## config.mk

```make
export PLATFORM = sky130hd
export DESIGN_NAME = dct_8_point_integer
export DESIGN_NICKNAME = d
export VERILOG_FILES = /design/src/hdl/dct8_pkg.sv /design/src/hdl/dct_8_point_integer.sv /design/src/hdl/dct8_div.sv
export SDC_FILE = /design/constraint.sdc
export NUM_CORES = 2
export LEC_CHECK = 0
export BUFFER_PORTS_ARGS = -buffer_cell sky130_fd_sc_hd__clkbuf_2
export CORE_UTILIZATION = 23
export DETAILED_ROUTE_END_ITERATION = 8
export GPL_ROUTABILITY_DRIVEN = 0
export PLACE_DENSITY = 0.46
export SLEW_MARGIN = 10
export SYNTH_ARGS = -nofsm -noshare
export SYNTH_HDL_FRONTEND = slang
export SYNTH_SLANG_ARGS = --single-unit
export TNS_END_PERCENT = 50
```

## constraint.sdc

```tcl
create_clock -name clock -period 8.9 [get_ports clock]
set_input_delay 0.89 -clock clock [delete_from_list [all_inputs] [get_ports clock]]
set_output_delay 0.89 -clock clock [all_outputs]
set_load 0.01 [all_outputs]
```

## src/hdl/dct8_pkg.sv

```systemverilog
// Shared constants, cosine table and weight lookup for the eight-point integer DCT.
package dct8_pkg;

   localparam int POINTS           = 8;
   localparam int IDX_WIDTH        = $clog2(POINTS);
   localparam int SAMPLE_WIDTH_DEF = 20;
   localparam int WEIGHT_WIDTH     = 14;
   localparam int COEF_WIDTH       = 22;
   localparam int AC_SHIFT         = 13;
   localparam int DC_DIV_WIDTH     = 14;

   localparam logic [DC_DIV_WIDTH-1:0] DC_DIVISOR = 14'h2d41;
   localparam logic signed [WEIGHT_WIDTH-1:0] INV_DC_WEIGHT = 14'sd2896;

   typedef logic signed [WEIGHT_WIDTH-1:0] weight_type;
   typedef logic [IDX_WIDTH-1:0] index_type;

   // Q12 cosine table, row-major: entry {row, col}.
   localparam weight_type FWD_TABLE [POINTS*POINTS] = '{
      14'sd4096, 14'sd4096, 14'sd4096, 14'sd4096,
      14'sd4096, 14'sd4096, 14'sd4096, 14'sd4096,
      14'sd4017, 14'sd3405, 14'sd2275, 14'sd799,
      -14'sd799, -14'sd2275, -14'sd3405, -14'sd4017,
      14'sd3784, 14'sd1567, -14'sd1567, -14'sd3784,
      -14'sd3784, -14'sd1567, 14'sd1567, 14'sd3784,
      14'sd3405, -14'sd799, -14'sd4017, -14'sd2275,
      14'sd2275, 14'sd4017, 14'sd799, -14'sd3405,
      14'sd2896, -14'sd2896, -14'sd2896, 14'sd2896,
      14'sd2896, -14'sd2896, -14'sd2896, 14'sd2896,
      14'sd2275, -14'sd4017, 14'sd799, 14'sd3405,
      -14'sd3405, -14'sd799, 14'sd4017, -14'sd2275,
      14'sd1567, -14'sd3784, 14'sd3784, -14'sd1567,
      -14'sd1567, 14'sd3784, -14'sd3784, 14'sd1567,
      14'sd799, -14'sd2275, 14'sd3405, -14'sd4017,
      14'sd4017, -14'sd3405, 14'sd2275, -14'sd799
   };

   // Inverse mode reads the transposed table with the DC column scaled by 1/sqrt2.
   function automatic weight_type weight_of(input logic inv, input index_type row,
                                            input index_type col);
      weight_type w;
      if (!inv) begin
         w = FWD_TABLE[{row, col}];
      end else if (col == '0) begin
         w = INV_DC_WEIGHT;
      end else begin
         w = FWD_TABLE[{col, row}];
      end
      return w;
   endfunction

endpackage

```

## src/hdl/dct_8_point_integer.sv

```systemverilog
// Eight-point integer DCT-II / inverse DCT with one shared multiply-accumulate unit.
// Samples one to seven are each taken on start while idle and busy stays low.
// The eighth sample raises busy; each coefficient is formed on the single MAC from eight
// products, a drain step and a rounding step, and in forward mode coefficient 0, the DC
// quotient, also passes through the divider before it is shown.
// Busy falls as the last coefficient is shown; reset clears the fill count and mode.
module dct_8_point_integer #(
   parameter int SAMPLE_WIDTH = dct8_pkg::SAMPLE_WIDTH_DEF
) (
   input  logic                                     clock,
   input  logic                                     reset,
   input  logic                                     start,
   output logic                                     busy,
   input  logic signed [SAMPLE_WIDTH-1:0]           req_sample,
   output logic                                     rsp_strobe,
   output logic signed [dct8_pkg::COEF_WIDTH-1:0]   rsp_coefficient,
   output logic [dct8_pkg::IDX_WIDTH-1:0]           rsp_out_index,
   output logic                                     rsp_last,
   input  logic                                     csr_we,
   input  logic                                     csr_wdata
);
   import dct8_pkg::*;

   localparam int PROD_WIDTH = SAMPLE_WIDTH + WEIGHT_WIDTH;
   localparam int ACC_WIDTH  = PROD_WIDTH + IDX_WIDTH;
   localparam logic [ACC_WIDTH-1:0] POS_LIMIT = ACC_WIDTH'((2 ** (COEF_WIDTH - 1)) - 1);
   localparam logic [ACC_WIDTH-1:0] NEG_LIMIT = ACC_WIDTH'(2 ** (COEF_WIDTH - 1));
   localparam logic signed [COEF_WIDTH-1:0] COEF_MAX = {1'b0, {(COEF_WIDTH-1){1'b1}}};
   localparam logic signed [COEF_WIDTH-1:0] COEF_MIN = {1'b1, {(COEF_WIDTH-1){1'b0}}};

   localparam logic [2:0] ST_IDLE  = 3'd0;
   localparam logic [2:0] ST_MAC   = 3'd1;
   localparam logic [2:0] ST_DRAIN = 3'd2;
   localparam logic [2:0] ST_ROUND = 3'd3;
   localparam logic [2:0] ST_DIV   = 3'd4;

   logic [2:0]                    state_ff, state_in;
   index_type                     fill_ff, fill_in;
   index_type                     row_ff, row_in;
   index_type                     col_ff, col_in;
   logic                          inverse_ff;
   logic signed [SAMPLE_WIDTH-1:0] sample_ff [POINTS];
   logic signed [PROD_WIDTH-1:0]  prod_ff;
   logic                          prod_vld_ff, prod_vld_in;
   logic signed [ACC_WIDTH-1:0]   acc_ff, acc_in;
   logic                          strobe_ff, strobe_in;
   logic signed [COEF_WIDTH-1:0]  coef_ff, coef_in;
   index_type                     index_ff;
   logic                          last_ff;

   logic                          accept;
   logic                          acc_neg;
   logic [ACC_WIDTH-1:0]          acc_mag;
   logic [ACC_WIDTH-1:0]          quot_mag;
   logic                          div_start;
   logic                          div_done;
   logic [ACC_WIDTH-1:0]          div_quotient;
   logic                          emit;
   logic                          dc_forward;

   assign accept     = start && (state_ff == ST_IDLE);
   assign acc_neg    = acc_ff[ACC_WIDTH-1];
   assign acc_mag    = acc_neg ? ACC_WIDTH'(-acc_ff) : ACC_WIDTH'(acc_ff);
   assign dc_forward = (row_ff == '0) && !inverse_ff;

   dct8_div #(
      .DIVIDEND_WIDTH(ACC_WIDTH)
   ) u_div (
      .clock        (clock),
      .reset        (reset),
      .div_start    (div_start),
      .div_dividend (acc_mag),
      .div_done     (div_done),
      .div_quotient (div_quotient)
   );

   // Truncation toward zero: divide the magnitude, then restore the sign and saturate.
   always_comb begin
      quot_mag = (state_ff == ST_DIV) ? div_quotient : (acc_mag >> AC_SHIFT);
      if (acc_neg) begin
         coef_in = (quot_mag > NEG_LIMIT) ? COEF_MIN : COEF_WIDTH'(-quot_mag);
      end else begin
         coef_in = (quot_mag > POS_LIMIT) ? COEF_MAX : COEF_WIDTH'(quot_mag);
      end
   end

   always_comb begin
      state_in    = state_ff;
      fill_in     = fill_ff;
      row_in      = row_ff;
      col_in      = col_ff;
      acc_in      = acc_ff;
      prod_vld_in = 1'b0;
      div_start   = 1'b0;
      emit        = 1'b0;
      if (prod_vld_ff) begin
         acc_in = acc_ff + ACC_WIDTH'(prod_ff);
      end
      unique case (state_ff)
         ST_IDLE: begin
            if (accept) begin
               fill_in = fill_ff + 1'b1;
               if (fill_ff == index_type'(POINTS - 1)) begin
                  state_in = ST_MAC;
                  row_in   = '0;
                  col_in   = '0;
                  acc_in   = '0;
               end
            end
         end
         ST_MAC: begin
            prod_vld_in = 1'b1;
            col_in      = col_ff + 1'b1;
            if (col_ff == index_type'(POINTS - 1)) begin
               state_in = ST_DRAIN;
            end
         end
         ST_DRAIN: begin
            state_in = ST_ROUND;
         end
         ST_ROUND: begin
            if (dc_forward) begin
               div_start = 1'b1;
               state_in  = ST_DIV;
            end else begin
               emit = 1'b1;
            end
         end
         ST_DIV: begin
            emit = div_done;
         end
         default: begin
            state_in = ST_IDLE;
         end
      endcase
      if (emit) begin
         acc_in = '0;
         col_in = '0;
         if (row_ff == index_type'(POINTS - 1)) begin
            state_in = ST_IDLE;
         end else begin
            row_in   = row_ff + 1'b1;
            state_in = ST_MAC;
         end
      end
   end

   assign strobe_in = emit;

   always_ff @(posedge clock) begin
      if (reset) begin
         state_ff    <= ST_IDLE;
         fill_ff     <= '0;
         inverse_ff  <= 1'b0;
         prod_vld_ff <= 1'b0;
         strobe_ff   <= 1'b0;
      end else begin
         state_ff    <= state_in;
         fill_ff     <= fill_in;
         prod_vld_ff <= prod_vld_in;
         strobe_ff   <= strobe_in;
         if (csr_we) begin
            inverse_ff <= csr_wdata;
         end
      end
      if (accept) begin
         sample_ff[fill_ff] <= req_sample;
      end
      prod_ff <= PROD_WIDTH'(sample_ff[col_ff]) * PROD_WIDTH'(weight_of(inverse_ff, row_ff,
                                                                         col_ff));
      row_ff  <= row_in;
      col_ff  <= col_in;
      acc_ff  <= acc_in;
      if (emit) begin
         coef_ff  <= coef_in;
         index_ff <= row_ff;
         last_ff  <= (row_ff == index_type'(POINTS - 1));
      end
   end

   assign busy            = (state_ff != ST_IDLE);
   assign rsp_strobe      = strobe_ff;
   assign rsp_coefficient = coef_ff;
   assign rsp_out_index   = index_ff;
   assign rsp_last        = last_ff;

   a_eighth_sample_busy: assert property (@(posedge clock) disable iff (reset)
      accept && (fill_ff == index_type'(POINTS - 1)) |=> busy)
      else $error("eighth item did not start the transform");
   a_strobe_spacing: assert property (@(posedge clock) disable iff (reset)
      rsp_strobe |=> !rsp_strobe)
      else $error("two results in consecutive cycles");
   a_strobe_mid_vector_busy: assert property (@(posedge clock) disable iff (reset)
      rsp_strobe && !rsp_last |-> busy)
      else $error("block idle before the last result");
   a_div_done_state: assert property (@(posedge clock) disable iff (reset)
      div_done |-> state_ff == ST_DIV)
      else $error("divider finished outside the divide step");

endmodule

```

## src/hdl/dct8_div.sv

```systemverilog
// Divider of an unsigned magnitude by the forward DC divisor, by reciprocal multiplication.
module dct8_div #(
   parameter int DIVIDEND_WIDTH = dct8_pkg::SAMPLE_WIDTH_DEF + 17
) (
   input  logic                      clock,
   input  logic                      reset,
   input  logic                      div_start,
   input  logic [DIVIDEND_WIDTH-1:0] div_dividend,
   output logic                      div_done,
   output logic [DIVIDEND_WIDTH-1:0] div_quotient
);
   import dct8_pkg::*;

   // Magnitudes of 2**36 and above give a quotient far beyond the coefficient range,
   // so they are clamped to the largest 36-bit value and still saturate downstream.
   localparam int WORK_WIDTH  = 36;
   localparam int TOP_SHIFT   = 12;
   localparam int TOP_WIDTH   = WORK_WIDTH - TOP_SHIFT;
   localparam int RECIP_WIDTH = 23;
   localparam int EST_WIDTH   = TOP_WIDTH + RECIP_WIDTH;
   localparam int QUO_WIDTH   = EST_WIDTH - TOP_WIDTH;
   localparam int REM_WIDTH   = 16;
   localparam int DIV_VALUE   = int'(DC_DIVISOR);

   localparam logic [63:0] WORK_MAX = 64'((longint'(1) << WORK_WIDTH) - 1);
   localparam logic [RECIP_WIDTH-1:0] DC_RECIP =
      RECIP_WIDTH'((longint'(1) << WORK_WIDTH) / longint'(DIV_VALUE));
   localparam logic [REM_WIDTH-1:0] REM_ONE   = REM_WIDTH'(DIV_VALUE);
   localparam logic [REM_WIDTH-1:0] REM_TWO   = REM_WIDTH'(2 * DIV_VALUE);
   localparam logic [REM_WIDTH-1:0] REM_THREE = REM_WIDTH'(3 * DIV_VALUE);

   logic [2:0]            stage_ff, stage_in;
   logic                  done_ff, done_in;
   logic [63:0]           dividend_wide;
   logic [WORK_WIDTH-1:0] x_ff, x_in;
   logic [EST_WIDTH-1:0]  est_ff, est_in;
   logic [QUO_WIDTH-1:0]  qest_ff, qest_in;
   logic [REM_WIDTH-1:0]  rem_ff, rem_in;
   logic [QUO_WIDTH-1:0]  quo_ff, quo_in;

   assign dividend_wide = 64'(div_dividend);

   // The estimate from the top 24 bits of the dividend never exceeds the true quotient and
   // falls short of it by at most two, so the remainder stays below three divisors.
   always_comb begin
      stage_in = {stage_ff[1:0], div_start};
      done_in  = stage_ff[2];
      x_in     = x_ff;
      est_in   = est_ff;
      qest_in  = qest_ff;
      rem_in   = rem_ff;
      quo_in   = quo_ff;
      if (div_start) begin
         x_in = (dividend_wide > WORK_MAX) ? '1 : dividend_wide[WORK_WIDTH-1:0];
      end
      if (stage_ff[0]) begin
         est_in = EST_WIDTH'(x_ff[WORK_WIDTH-1:TOP_SHIFT]) * EST_WIDTH'(DC_RECIP);
      end
      if (stage_ff[1]) begin
         qest_in = est_ff[EST_WIDTH-1:TOP_WIDTH];
         rem_in  = REM_WIDTH'(x_ff - WORK_WIDTH'(est_ff[EST_WIDTH-1:TOP_WIDTH])
                                     * WORK_WIDTH'(DC_DIVISOR));
      end
      if (stage_ff[2]) begin
         if (rem_ff >= REM_TWO) begin
            quo_in = qest_ff + QUO_WIDTH'(2);
         end else if (rem_ff >= REM_ONE) begin
            quo_in = qest_ff + QUO_WIDTH'(1);
         end else begin
            quo_in = qest_ff;
         end
      end
   end

   always_ff @(posedge clock) begin
      if (reset) begin
         stage_ff <= '0;
         done_ff  <= 1'b0;
      end else begin
         stage_ff <= stage_in;
         done_ff  <= done_in;
      end
      x_ff    <= x_in;
      est_ff  <= est_in;
      qest_ff <= qest_in;
      rem_ff  <= rem_in;
      quo_ff  <= quo_in;
   end

   assign div_done     = done_ff;
   assign div_quotient = DIVIDEND_WIDTH'(quo_ff);

   a_no_start_busy: assert property (@(posedge clock) disable iff (reset)
      div_start |-> (stage_ff == '0))
      else $error("divider restarted while busy");
   a_done_after_stage: assert property (@(posedge clock) disable iff (reset)
      done_ff |-> $past(stage_ff[2]))
      else $error("divider done without a finished run");
   a_rem_below_bound: assert property (@(posedge clock) disable iff (reset)
      stage_ff[2] |-> rem_ff < REM_THREE)
      else $error("divider remainder out of range");

endmodule
```

==> flow_summary.ini <==
[outcome]
status = completed

[hold_path]
hp-class = reg2reg
worstHoldStart = u_div.est_ff[43]$_DFFE_PP_

[logic_synthesis]
synth_area_leaders = fa_1, edfxtp_1, ha_1
netlist_area_um2 = 40600
syn-num-nets = 4909
synth_top_area_share_pct = 24.1
yosys.area.top_type = fa_1
synthDistinctLibCells = 79
ys_seq_area_share_pct = 27.3
avgSynthCellArea_um2 = 10.3
ys_async_sr_fraction_pct = 0
yosys_warnings = 0
ys_ff_latch = 400
synthFlopType = edfxtp_1
synth_edf_count = 307
netlist_instances = 3947

[floorplan]
die_h_um = 422
rows = 153
die_x_um = 422
die_area_um2 = 178000
start_util_pct = 23.3
pin_count = 53
core_area_um2 = 175000

[clock_tree]
htree_levels = 2
ctsRootBufferMaster = clkbuf_16
clock_latency_ns = 0.63
holdBufCountCts = 0
cts-buffers-inserted = 47
clock-sinks = 400
cts_tree = done
clk_pin_slew_ns = 0.06
clock_path_buffers = 3

[worst_setup_path]
r2r-start = row_ff[0]$_DFF_P_
cpMostUsedCell = fa_1
cp-startpoint = row_ff[0]$_DFF_P_
crit_path_top_delay_cell = fa_1
worstSetupPathType = reg2reg
slowest_delay_ns = 0.56
cp-end-kind = flip-flop
crit_arrival_ns = 8.81
required_ns = 9.46
critPathLaunchType = flip-flop
path_max_fanout = 19

[drt]
drt_iter0_markers = 1450
met3_length_um = 3130
ant_nets = 0
dr_total_vias = 27155
wl_met1_um = 47900
wl_per_cell_um = 15.8
wl_um = 101000
vias_per_cell = 4.25
wl_met2_um = 48000
maxUsedRoutingLayer = met4
drtPass1Iterations = 5
drc = 0

[sta]
max_slew_margin_pct = 24.5
tightest_slew_ns = 1.12
slew_viol_final = 0
whs_ns = 0.419
setup_ws_ns = 0.646
clock_skew_ns = 0.0283
finalCriticalPeriod_ns = 8.25
hold_viol_final = 0
rsz0062_at_grt = false
fmax_mhz = 121
fin_crit_sh_pct = 92.7
setup_tns_ns = 0
finalSetupViolCount = 0

[global_routing]
grt_pass1_wl_um = 162000
grt_util_all_layers_pct = 11.4
antenna_found_initial = 0
grt_max_degree = 73
overflow = 0
grt_pass1_vias = 28732

[placed_design]
hpwlAfterDp_um = 81400
dp_slack_ns = 0.105
port_buffers = 52

[cells_and_area]
final_cell_mix = inv_1, fa_1, ha_1
n_antenna_cell = 0
syn_to_final_growth_pct = 12.7
layout-drive-gt1-share_pct = 8.40
final_common_cell = inv_1
nNetsFinal = 4983

[flow_run]
drv_cap = 0
==> cell type report <==
cell class,instances,area (um^2)
fillers,18620,129000
multi-input cells,2708,26400
flip-flops and latches,400,11100
well taps,2325,2910
inverters,713,2680
clock buffers,53,1210
repair buffers,151,1040
clock inverters,34,369
==> layer usage <==
metal / track usage, % / up-vias
met5: 0 / -
met4: 2.38 / 0
met3: 1.30 / 106
met2: 19.4 / 410
met1: 15.5 / 13372
li1: - / 13267
==> per-stage QoR <==
stage                     cell area [um^2]  util (%)  std cells
after floorplan                      40600         -       3947
after global routing                 45700      26.2       6384
after CTS                            45700      26.2       6384
after detailed placement             44100      25.3       6297
final                                45700      26.2       6384
after global placement               44100      25.3       6297
==> state kept, by name (all words and copies together) (netlist names), named ones only <==
signal / cells
row_ff: 3
u_div.rem_ff: 16
rsp_coefficient: 22
u_div.stage_ff: 3
state_ff: 3
rsp_out_index: 3
fill_ff: 3
rsp_strobe: 1
u_div.div_done: 1
sample_ff: 160
prod_ff: 34
u_div.qest_ff: 23
rsp_last: 1
u_div.quo_ff: 23
u_div.est_ff: 23
inverse_ff: 1
u_div.x_ff: 36
prod_vld_ff: 1
acc_ff: 37
col_ff: 3
==> synth_stat cells (all sizes together) (53+ instances only) <==
cell type    n
ha         449
o21ai      122
fa         488
inv        711
edfxtp     307
a21oi      183
xnor2      115
clkbuf     107
xor2        66
mux2i       58
nand2      275
dfxtp       93
nor3        53
nor2       339
==> path summary, 6_finish.rpt <==
path | endpoint | slack, ns | depth (start not counted)
setup / recovery | prod_ff[32]$_DFF_P_ | 0.65 | 30
hold reg to reg | u_div.qest_ff[19]$_DFFE_PP_ | 0.42 | 0
hold / removal | u_div.qest_ff[19]$_DFFE_PP_ | 0.42 | 0
setup reg to reg | prod_ff[32]$_DFF_P_ | 0.65 | 30
==> logic make-up (layout without fill, tap and decap cells) <==
kind of cell             count (synthesis)  count (layout)  share of synthesized area [%]
adder cells (fa/ha/maj)                937             937                           37.9
AND/OR/NAND/NOR                        897             897                           10.0
buffers and inverters                  839             951                           7.78
AO/OA/AOI/OAI                          577             577                           8.94
flip-flops                             400             400                           27.3
XOR/XNOR                               181             181                           3.90
multiplexers                           116             116                           4.15
==> repair_timing <==
action | in CTS | in global routing
endpoints found under the setup margin | 0 | 5
setup buffers | 0 | 0
gates resized for setup | 0 | 8
==> worst max-delay path: cells and delay by family, from the launching register on <==
family | cells | cell delay (ns)
DFF | 1 | 0.38
xor gates and xnor gates | 1 | 0.13
adders and majority gates | 8 | 3.78
and+or+nand+nor | 5 | 1.07
AOI/OAI and AO/OA | 11 | 2.08
buffers and inverters | 5 | 0.75
Power is not shown: default switching activity piles up to over one toggle a cycle in this logic, so the estimate is an artifact.
